`config.mk`:
```
export PLATFORM = sky130hd
export DESIGN_NAME = tama_merge_flat
export DESIGN_NICKNAME = d
export VERILOG_FILES = /design/src/rtl/core/tama_pkg.sv /design/src/rtl/core/tama_if.sv /design/src/rtl/core/tama_merge.sv /design/src/flat_wrapper.sv
export SDC_FILE = /design/constraint.sdc
export NUM_CORES = 1
export LEC_CHECK = 0
export BUFFER_PORTS_ARGS = -buffer_cell sky130_fd_sc_hd__buf_2
export CELL_PAD_IN_SITES_DETAIL_PLACEMENT = 0
export CELL_PAD_IN_SITES_GLOBAL_PLACEMENT = 2
export CORE_AREA = 4 4 67 84
export CTS_CLUSTER_DIAMETER = 50
export DETAILED_ROUTE_END_ITERATION = 7
export DIE_AREA = 0 0 71 88
export GPL_ROUTABILITY_DRIVEN = 0
export PLACE_DENSITY_LB_ADDON = 0.1
export SLEW_MARGIN = 10
export SYNTH_ARGS = -nofsm -noshare
export SYNTH_HDL_FRONTEND = slang
export SYNTH_SLANG_ARGS = --single-unit
export TNS_END_PERCENT = 100
```
`constraint.sdc`:
```
create_clock -name clk -period 0.8 [get_ports clk]
set_input_delay 0.16 -clock clk [delete_from_list [all_inputs] [get_ports clk]]
set_output_delay 0.16 -clock clk [all_outputs]
set_load 0.01 [all_outputs]
```
`src/rtl/core/tama_pkg.sv`:
```
// shared types and constants of the three axis moving average block
package tama_pkg;

  // configuration register map
  localparam int unsigned CFG_LEN_BITS   = 12;
  localparam logic [CFG_LEN_BITS-1:0] WINDOW_RESET = 12'd2048;
  localparam logic        REG_WINDOW_LEN = 1'b0;  // register index 0

  // control from the sequencer to each axis lane
  typedef struct packed {
    logic load;   // latch the incoming sample
    logic rd;     // read the history entry at addr
    logic upd;    // update running total and write history
    logic full;   // window full: subtract the overwritten entry
    logic clear;  // clear the running total
    logic start;  // load the divider from the running total
    logic step;   // one divider iteration
  } lane_ctl_t;

endpackage

```
`src/rtl/core/tama_if.sv`:
```


interface tama_average_if #(parameter int W = 13);
  logic                valid;
  logic                ready;
  logic signed [W-1:0] x_average;
  logic signed [W-1:0] y_average;
  logic signed [W-1:0] z_average;

  modport source (output valid, x_average, y_average, z_average, input ready);
  modport sink   (input valid, x_average, y_average, z_average, output ready);
endinterface

```
`src/rtl/core/tama_merge.sv`:
```
// output stage: registers the three lane averages as one result transaction
module tama_merge #(
  parameter int SAMPLE_BITS = 13
) (
  input  logic                          clk,
  input  logic                          rst_n,
  input  logic                          load,
  input  logic signed [SAMPLE_BITS-1:0] x_avg,
  input  logic signed [SAMPLE_BITS-1:0] y_avg,
  input  logic signed [SAMPLE_BITS-1:0] z_avg,
  output logic                          can_load,
  tama_average_if.source                out_ch
);
  import tama_pkg::*;

  logic                          valid_r;
  logic signed [SAMPLE_BITS-1:0] x_r;
  logic signed [SAMPLE_BITS-1:0] y_r;
  logic signed [SAMPLE_BITS-1:0] z_r;

  assign can_load = !valid_r || out_ch.ready;

  always_ff @(posedge clk) begin
    if (!rst_n) begin
      valid_r <= 1'b0;
    end else if (load) begin
      valid_r <= 1'b1;
    end else if (out_ch.ready) begin
      valid_r <= 1'b0;
    end
  end

  always_ff @(posedge clk) begin
    if (load) begin
      x_r <= x_avg;
      y_r <= y_avg;
      z_r <= z_avg;
    end
  end

  assign out_ch.valid     = valid_r;
  assign out_ch.x_average = x_r;
  assign out_ch.y_average = y_r;
  assign out_ch.z_average = z_r;

endmodule

```
`src/flat_wrapper.sv`:
```
// flat-port wrapper written by rule: the top's interface ports become plain ports
module tama_merge_flat import tama_pkg::*;
#(
  parameter int SAMPLE_BITS = 13
)
  (clk, rst_n, load, x_avg, y_avg, z_avg, can_load, out_ch_valid, out_ch_x_average, out_ch_y_average, out_ch_z_average, out_ch_ready);
  tama_average_if out_ch_i ();
  input  logic clk;
  input  logic rst_n;
  input  logic load;
  input  logic signed [SAMPLE_BITS-1:0] x_avg;
  input  logic signed [SAMPLE_BITS-1:0] y_avg;
  input  logic signed [SAMPLE_BITS-1:0] z_avg;
  output logic can_load;
  output wire logic [$bits(out_ch_i.valid)-1:0] out_ch_valid;
  output wire logic [$bits(out_ch_i.x_average)-1:0] out_ch_x_average;
  output wire logic [$bits(out_ch_i.y_average)-1:0] out_ch_y_average;
  output wire logic [$bits(out_ch_i.z_average)-1:0] out_ch_z_average;
  input wire logic [$bits(out_ch_i.ready)-1:0] out_ch_ready;
  assign out_ch_valid = out_ch_i.valid;
  assign out_ch_x_average = out_ch_i.x_average;
  assign out_ch_y_average = out_ch_i.y_average;
  assign out_ch_z_average = out_ch_i.z_average;
  assign out_ch_i.ready = out_ch_ready;
  tama_merge #(.SAMPLE_BITS(SAMPLE_BITS)) u_core (.clk(clk), .rst_n(rst_n), .load(load), .x_avg(x_avg), .y_avg(y_avg), .z_avg(z_avg), .can_load(can_load), .out_ch(out_ch_i));
endmodule
```
==> results of run 1 <==
through the flow:
| stage | area [um2] | worst slack [ps] | util |
|---|---|---|---|
| 2_1_floorplan | 1220 | 136 | - |
| 3_3_place_gp | 1750 | 8.58 | 0.367 |
| 3_5_place_dp | 1750 | 4.09 | 0.367 |
| 4_1_cts | 1840 | -198 | 0.386 |
| 5_1_grt | 1850 | -229 | 0.388 |
| 6_report | 1850 | -179 | 0.388 |
state kept, by name, indices dropped and copies added (netlist names):
register	cells
u_core.out_ch.valid	1
u_core.out_ch.x_average	13
u_core.out_ch.y_average	13
u_core.out_ch.z_average	13
cells by family after synthesis:
group	after synthesis	synth area share
compound gates	1	0.00923
buf+inv	1	0.00307
simple gates	1	0.0113
flops	40	0.976
final timing paths:
| check | start | endpoint | slack [ps] | cells past startpoint |
|---|---|---|---|---|
| setup / recovery | u_core.out_ch.valid | can_load | -180 | 2 |
| hold / removal | x_avg[11] | u_core.out_ch.x_average[11] | 50 | 1 |
| setup reg to reg | u_core.out_ch.valid | u_core.out_ch.valid | 190 | 2 |
| hold reg to reg | u_core.out_ch.valid | u_core.out_ch.valid | 490 | 2 |
routing by layer:
| layer | share of wire | track usage | wire [um] |
|---|---|---|---|
| met2 | 0.50 | 0.126 | 1240 |
| met4 | 0.014 | 0.0256 | 36 |
| met3 | 0.14 | 0.0505 | 345 |
| met5 | 0 | 0 | 0 |
| met1 | 0.35 | 0.0847 | 863 |
where the power goes:
part	total, mW	leakage [nW]	switching, mW	internal (mW)
clock	1.22	0.0453	0.626	0.591
sequential	2.52	0.390	0.0370	2.48
combinational	0.422	0.366	0.214	0.208
final cells by class:
type	count	area, um2
fill	496	2920
sequential	40	1190
timing repair buffer	85	468
tap	60	75.1
clock buffer	5	68.8
multi-input combinational	2	25.0
clock inverter	3	13.8
inverter	1	3.75
placed cells by master (no fill, tap or decap):
master,netlist,final
buf_6,0,2
clkinv_1,0,1
nand2b_4,1,1
dfxtp_2,0,1
buf_12,0,2
inv_1,1,1
buf_2,0,81
clkinv_2,0,2
a21boi_2,1,1
clkbuf_8,0,5
edfxtp_1,39,39
what timing repair did:
action                     4_1_cts  5_1_grt
gates resized for setup          2        1
setup endpoints to repair       41       41
buffers inserted                 0        0
pin swaps                        0        0
==> reports/qor.yml, run 1 <==
worst_ep_arrival_time_ps: 820
grt_usage: 0.0783
crit_path_start_kind: "flop"
status: "complete, but fails checks"
ir_drop_mv: 0.902
path_cells: "nand2b_4 > buf_6"
max_cap_viol_count: 0
fin_tns_setup_ps: -5860
wl_per_cell_um: 12.7
crit_path_top_delay_cell: "dfxtp_2"
finClkSkew_ps: 0
p_total_mw: 4.15
avgSynthCellArea_um2: 28.4
yosys_warnings: 0
routed_wl_mm: 2.49
globalRouteOverflowTotal: 0
finalSetupViolCount: 41
worstPathMaxFanout: 2
cts_max_level: 2
setup_slack_ps: -179
ys_ff_latch: 40
n_antenna_cell: 0
insertion_delay_ps: 280
clockBufferDepth: 2
yosysSeqAreaShare: 0.976
layout-drive-gt1-share: 0.699
min_period_over_period: 1.22
routed_via_density: 3.76
die_h_um: 88
dp_cells: 188
crit_type: "reg2out"
netlist_instances: 43
clock_sinks: 40
synth_top_area_share: 0.960
dieWidth_um: 71
placementRows: 28
failed_checks: "setup timing"
drc: 0
endpoint_kind: "primary output"
ys_top_cells_by_count: "39 x edfxtp_1, 1 x a21boi_2, 1 x dfxtp_1, 1 x inv_1, 1 x nand2b_4"
drt_iter0_drc: 28
io_buffers: 83
grt_pass1_wl_mm: 3.61
antenna_left: 0
synth_area_leaders: "edfxtp_1 96%, dfxtp_1 1.6%, nand2b_4 1.1%, a21boi_2 0.92%, inv_1 0.31%"
vias: 737
firstDrtPassIters: 3
finalHoldWorstSlack_ps: 50.2
leakage_nw: 0.801
async_flop_share: 0
ys.flop_type: "edfxtp_1"
rsz0062_at_grt: "yes"
critPathTopFamily: "flip-flops"
synth_edf_count: 39
post_synth_instance_area_um2: 1220
fmaxAchievable_mhz: 1020
yosysTopAreaCell: "edfxtp_1"
grt_max_degree: 26
fin_cells: 196
syn-num-nets: 86
min_path_type: "in2reg"
root_buffer: "clkbuf_8"
io_pins: 84
tritoncts: "built"
final-hold-violation-count: 0
path_buf_inv: 1
grt_pass1_vias: 759
power_density_nw_per_um2: 2250
coreArea_um2: 4760
period_minus_slack_ps: 979
worstMarginPinSlew_ps: 134
antenna_found_initial: 0
slowest_delay_ps: 360
cts-hold-fix-buffers: 0
num-nets-final: 178
syn_to_final_growth_pct: 51.4
cts.clk_slew.worst_paths_ps: 70
start_util: 0.256
cts_buffers: 5
synth_cell_types: 5
slew_headroom: 0.911
cp.required_ps: 640
yosysMostFrequentCell: "edfxtp_1"
slew_viol_final: 0
dieArea_um2: 6250
(Power assumes the default switching activity.)
==> inputs of run 2 (changes only) <==
==> constraint.sdc (replaced) <==
create_clock -name clk -period 0.8 [get_ports clk]
set_input_delay 0.04 -clock clk [delete_from_list [all_inputs] [get_ports clk]]
set_output_delay 0.04 -clock clk [all_outputs]
set_load 0.01 [all_outputs]
==> run 2 against run 1 <==
Effect of this change: the flow still finishes with violations (setup timing); largest cell class unchanged; sequential power about the same; wire length increased by 12%; die area unchanged; count of clock-buffer cells in the layout unchanged; via count increased by 20%.
==> reports/qor.yml, run 2 (synthesized netlist as in run 1, its figures left out) <==
critPathTopFamily: "flip-flops"  # unchanged
final_cell_mix: "82 x buf_2, 40 x dlygate4sd3_1, 39 x edfxtp_1"  # was 81 x buf_2, 39 x edfxtp_1, 5 x clkbuf_8
min_path_type: "in2reg"  # unchanged
p_total_mw: 4.31  # was 4.15 mW
dieWidth_um: 71  # unchanged
slew_viol_final: 0  # unchanged
routed_via_density: 3.73  # was 3.76
drt_iter0_drc: 39  # was 28
start_util: 0.256  # unchanged
root_buffer: "clkbuf_8"  # unchanged
layout-drive-gt1-share: 0.542  # was 0.699
num-nets-final: 219  # was 178
regArea_um2: 1190  # unchanged
fill_cells: 450  # was 496
grt_max_degree: 26  # unchanged
path_cells: "buf_2"  # was nand2b_4 > buf_6
final-hold-violation-count: 0  # unchanged
wl_per_cell_um: 11.7  # was 12.7 um
tritoncts: "built"  # unchanged
grt_pass1_vias: 972  # was 759
period_minus_slack_ps: 852  # was 979 ps
endpoint_kind: "primary output"  # unchanged
p_switching_mw: 0.911  # was 0.877 mW
failed_checks: "setup timing"  # unchanged
slowest_delay_ps: 370  # was 360 ps
crit_path_top_delay_cell: "edfxtp_1"  # was dfxtp_2
dieArea_um2: 6250  # unchanged
final_util: 0.472  # was 0.388
leakage_nw: 0.971  # was 0.801 nW
antenna_left: 0  # unchanged
hpwlAfterDp_mm: 1.99
max_cap_viol_count: 0  # unchanged
clkPwrFrac: 0.284  # was 0.293
final_common_cell: "buf_2"  # unchanged
insertion_delay_ps: 280  # about the same
cts.clk_slew.worst_paths_ps: 70  # about the same
finClkSkew_ps: 0  # unchanged
worst_ep_arrival_time_ps: 810  # was 820 ps
rsz0062_at_grt: "yes"  # unchanged
io_pins: 84  # unchanged
n_antenna_cell: 0  # unchanged
syn_to_final_growth_pct: 84.3  # was 51.4%
clock_sinks: 40  # unchanged
fmaxAchievable_mhz: 1170  # was 1020 MHz
cts_buffers: 5  # unchanged
cts_max_level: 2  # unchanged
finalSetupViolCount: 41  # unchanged
fin_tns_setup_ps: -1010  # was -5860 ps
routed_wl_mm: 2.78  # was 2.49 mm
antenna_found_initial: 0  # unchanged
firstDrtPassIters: 4  # was 3
drc: 0  # unchanged
setup_slack_ps: -52.2  # was -179 ps
io_buffers: 83  # unchanged
vias: 884  # was 737
p_seq_frac: 0.583  # was 0.606
status: "complete, but fails checks"  # unchanged
power_density_nw_per_um2: 1920  # was 2250 nW/um2
coreArea_um2: 4760  # unchanged
crit_type: "reg2out"  # unchanged
clockBufferDepth: 2  # unchanged
placementRows: 28  # unchanged
p_int_mw: 3.40  # was 3.28 mW
grt_pass1_wl_mm: 4.36  # was 3.61 mm
power_frac_comb: 0.133  # was 0.101
worstMarginPinSlew_ps: 134  # about the same
die_h_um: 88  # unchanged
grt_usage: 0.0909  # was 0.0783
path_buf_inv: 1  # unchanged
multi_input_area_um2: 25.0  # unchanged
p_sw_frac: 0.211  # about the same
worstPathMaxFanout: 1  # was 2
globalRouteOverflowTotal: 0  # unchanged
crit_path_start_kind: "flop"  # unchanged
min_period_over_period: 1.07  # was 1.22
cp.required_ps: 760  # was 640 ps
slew_headroom: 0.911  # about the same
ir_drop_mv: 1.32  # was 0.902 mV
## run 2: changes by cell type in the layout (fill, tap and decap cells not counted), sizes merged
cell,change
buf,+1
dlygate4sd3,+40
## run 2: layout make-up
type / count / share of cell area
tap: 60 / 0.0334
timing repair buffer: 126 / 0.387
sequential: 40 / 0.530
multi-input combinational: 2 / 0.0111
clock inverter: 3 / 0.00612
inverter: 1 / 0.00167
clock buffer: 5 / 0.0306
## run 2: path summary, 6_finish.rpt
check | startpoint | end | slack, ps | cells after the start
hold / removal | out_ch_ready | u_core.out_ch.valid | 120 | 4
setup / recovery | u_core.out_ch.z_average[2] | out_ch_z_average[2] | -50 | 1
setup reg to reg | u_core.out_ch.valid | u_core.out_ch.valid | 90 | 3
hold reg to reg | u_core.out_ch.valid | u_core.out_ch.valid | 580 | 3
## run 2: metrics by stage
stage | area [um2] | std cells | hold slack (ps) | setup WS [ps]
global placement | 1750 | 188 | 218 | 127
floorplan | 1220 | 43 | 139 | 136
finish | 2250 | 237 | 117 | -52.2
detailed placement | 1750 | 188 | 218 | 118
CTS | 2240 | 236 | 19.7 | -68.5
global route | 2250 | 237 | 121 | -94.6
## run 2: metal layers
| layer | vias up | global-route usage | part of all wire | routed length [um] |
|---|---|---|---|---|
| met4 | 0 | 0.0256 | 0 | 0 |
| met3 | 0 | 0.0459 | 0.11 | 294 |
| met1 | 394 | 0.0956 | 0.36 | 1010 |
| met2 | 57 | 0.160 | 0.53 | 1480 |
| li1 | 433 | - | - | - |
| met5 | - | 0 | 0 | 0 |
## run 2: power groups by stage
stage               Sequential, mW  Combinational, mW  Clock (mW)
global placement              2.56              0.425           0
finish                        2.51              0.574        1.23
global route                  2.53              0.625        1.39
CTS                           2.52              0.582        1.28
detailed placement            2.56              0.428           0
floorplan                     2.66             0.0112           0
## run 2: repair_timing
action / in CTS / in global routing
setup endpoints to repair: 41 / 41
resized for setup: 2 / 0
setup buffers: 0 / 1
endpoints found under the hold margin: 40 / 0
hold buffers: 40 / 0
==> inputs of run 3 (changes only) <==
--- a/config.mk
+++ b/config.mk
@@ -9,11 +9,13 @@
 export CELL_PAD_IN_SITES_DETAIL_PLACEMENT = 0
 export CELL_PAD_IN_SITES_GLOBAL_PLACEMENT = 2
 export CORE_AREA = 4 4 67 84
+export CTS_BUF_LIST = sky130_fd_sc_hd__clkbuf_4 sky130_fd_sc_hd__clkbuf_8 sky130_fd_sc_hd__clkbuf_16
 export CTS_CLUSTER_DIAMETER = 50
 export DETAILED_ROUTE_END_ITERATION = 7
 export DIE_AREA = 0 0 71 88
 export GPL_ROUTABILITY_DRIVEN = 0
 export PLACE_DENSITY_LB_ADDON = 0.1
+export SKIP_CTS_REPAIR_TIMING = 1
 export SLEW_MARGIN = 10
 export SYNTH_ARGS = -nofsm -noshare
 export SYNTH_HDL_FRONTEND = slang
==> run 3 against run 2 <==
Effect of this change: the run ends with hold timing, setup timing left; sequential power hardly changed; die area stayed put; via count down 1.6%; core utilization is 0.37 points lower; critical path depth is the same; first-iteration DRC count rose by 31%; setup slack gained 2.2 ps; design area decreased by 0.78%; maximum frequency rose by 0.26%; final cell count down 0.84%; total power decreased by 0.22%; worst hold slack lost 120 ps; largest cell class unchanged; highest routed layer unchanged.
==> reports/qor.yml, run 3 (synthesized netlist as in run 1, its figures left out) <==
routed_via_density: 3.70  # was 3.73
wl_per_cell_um: 11.7  # about the same
critPathTopFamily: "flip-flops"  # unchanged
dieArea_um2: 6250  # unchanged
antenna_left: 0  # unchanged
hpwlAfterDp_mm: 1.99  # unchanged
grt_pass1_wl_mm: 3.60  # was 4.36 mm
root_buffer: "clkbuf_8"  # unchanged
setup_slack_ps: -50.0  # was -52.2 ps
path_cells: "buf_2"  # unchanged
r2r_slack_ps: 210  # was 90 ps
crit_path_start_kind: "flop"  # unchanged
finalSetupViolCount: 41  # unchanged
io_buffers: 83  # unchanged
failed_checks: "hold timing, setup timing"  # was setup timing
layout-drive-gt1-share: 0.543  # was 0.542
worstSetupPathDepth: 1  # unchanged
min_period_over_period: 1.06  # was 1.07
worstPathMaxFanout: 1  # unchanged
final_common_cell: "buf_2"  # unchanged
cp.required_ps: 760  # about the same
clock_sinks: 40  # unchanged
syn_to_final_growth_pct: 82.9  # was 84.3%
slew_headroom: 0.911  # about the same
min_path_type: "in2reg"  # unchanged
drt_iter0_drc: 51  # was 39
die_h_um: 88  # unchanged
insertion_delay_ps: 280  # about the same
p_switching_mw: 0.907  # was 0.911 mW
status: "complete, but fails checks"  # unchanged
final-hold-violation-count: 1  # was 0
hold_end: "u_core.out_ch.valid"  # unchanged
max_cap_viol_count: 0  # unchanged
start_util: 0.256  # unchanged
antenna_found_initial: 0  # unchanged
period_minus_slack_ps: 850  # was 852 ps
routed_wl_mm: 2.74  # was 2.78 mm
fmaxAchievable_mhz: 1180  # was 1170 MHz
dieWidth_um: 71  # unchanged
num-nets-final: 217  # was 219
clkPwrFrac: 0.284  # about the same
placementRows: 28  # unchanged
p_seq_frac: 0.584  # was 0.583
multi_input_area_um2: 25.0  # unchanged
p_total_mw: 4.31  # about the same
hold_start: "rst_n"  # was out_ch_ready
grt_usage: 0.0774  # was 0.0909
cts_buffers: 5  # unchanged
crit_path_top_delay_cell: "edfxtp_1"  # unchanged
crit_type: "reg2out"  # unchanged
reg2reg_to: "u_core.out_ch.valid"  # unchanged
clockBufferDepth: 2  # unchanged
fin_tns_setup_ps: -976  # was -1010 ps
grt_max_degree: 26  # unchanged
firstDrtPassIters: 4  # unchanged
min_path_cells: 2  # was 4
cts_max_level: 2  # unchanged
p_sw_frac: 0.211  # about the same
r2r-start: "u_core.out_ch.valid"  # unchanged
rsz0062_at_grt: "yes"  # unchanged
final_cell_mix: "82 x buf_2, 39 x dlygate4sd3_1, 39 x edfxtp_1"  # was 82 x buf_2, 40 x dlygate4sd3_1, 39 x edfxtp_1
drc: 0  # unchanged
r2r_cells: 2  # was 3
power_frac_comb: 0.132  # was 0.133
path_buf_inv: 1  # unchanged
p_int_mw: 3.40  # about the same
finalHoldWorstSlack_ps: -7.50  # was 117 ps
regArea_um2: 1190  # unchanged
slew_viol_final: 0  # unchanged
ir_drop_mv: 1.18  # was 1.32 mV
n_antenna_cell: 0  # unchanged
globalRouteOverflowTotal: 0  # unchanged
power_density_nw_per_um2: 1930  # was 1920 nW/um2
tritoncts: "built"  # unchanged
endpoint_kind: "primary output"  # unchanged
vias: 870  # was 884
worst_ep_arrival_time_ps: 810  # about the same
coreArea_um2: 4760  # unchanged
grt_pass1_vias: 761  # was 972
cts.clk_slew.worst_paths_ps: 70  # about the same
worstMarginPinSlew_ps: 133  # was 134 ps
slowest_delay_ps: 370  # about the same
finClkSkew_ps: 0  # unchanged
io_pins: 84  # unchanged
fill_cells: 457  # was 450
leakage_nw: 0.963  # was 0.971 nW
## run 3: layer usage
metal  up-vias  wire length, um  global-route usage  part of all wire
met5         -                0                   0                 0
met2        57             1430               0.127              0.52
met3         0              281              0.0540              0.10
met1       384             1030              0.0782              0.38
met4         0                0              0.0256                 0
li1        429                -                   -                 -
## run 3: cell type report
type | count | area share
Sequential cell | 40 | 0.534
Timing Repair Buffer | 124 | 0.382
Tap cell | 60 | 0.0337
Clock buffer | 5 | 0.0308
Multi-Input combinational cell | 2 | 0.0112
Clock inverter | 3 | 0.00617
Inverter | 1 | 0.00168
## run 3: how the worst max path moves through the flow
stage,start,to,slack (ps)
3_5_place_dp,load,u_core.out_ch.x_average[3],120
5_1_grt,u_core.out_ch.z_average[2],out_ch_z_average[2],-90
4_1_cts,u_core.out_ch.valid,can_load,-110
6_report,u_core.out_ch.z_average[2],out_ch_z_average[2],-50
2_1_floorplan,u_core.out_ch.valid,u_core.out_ch.valid,140
3_3_place_gp,load,u_core.out_ch.x_average[3],130
## run 3: through the flow
| stage | instance area [um2] | utilization | worst slack [ps] | instances |
|---|---|---|---|---|
| 2_1_floorplan | 1220 | - | 136 | 43 |
| 3_3_place_gp | 1750 | 0.367 | 127 | 188 |
| 3_5_place_dp | 1750 | 0.367 | 118 | 188 |
| 4_1_cts | 1830 | 0.385 | -113 | 196 |
| 5_1_grt | 2230 | 0.468 | -94.6 | 235 |
| 6_report | 2230 | 0.468 | -50.0 | 235 |
## run 3: power by group through the flow
stage | Sequential, mW | Clock [mW] | Combinational [mW]
2_1_floorplan | 2.66 | 0 | 0.0112
3_3_place_gp | 2.56 | 0 | 0.425
3_5_place_dp | 2.56 | 0 | 0.428
4_1_cts | 2.52 | 1.28 | 0.428
5_1_grt | 2.53 | 1.38 | 0.618
6_report | 2.51 | 1.22 | 0.567
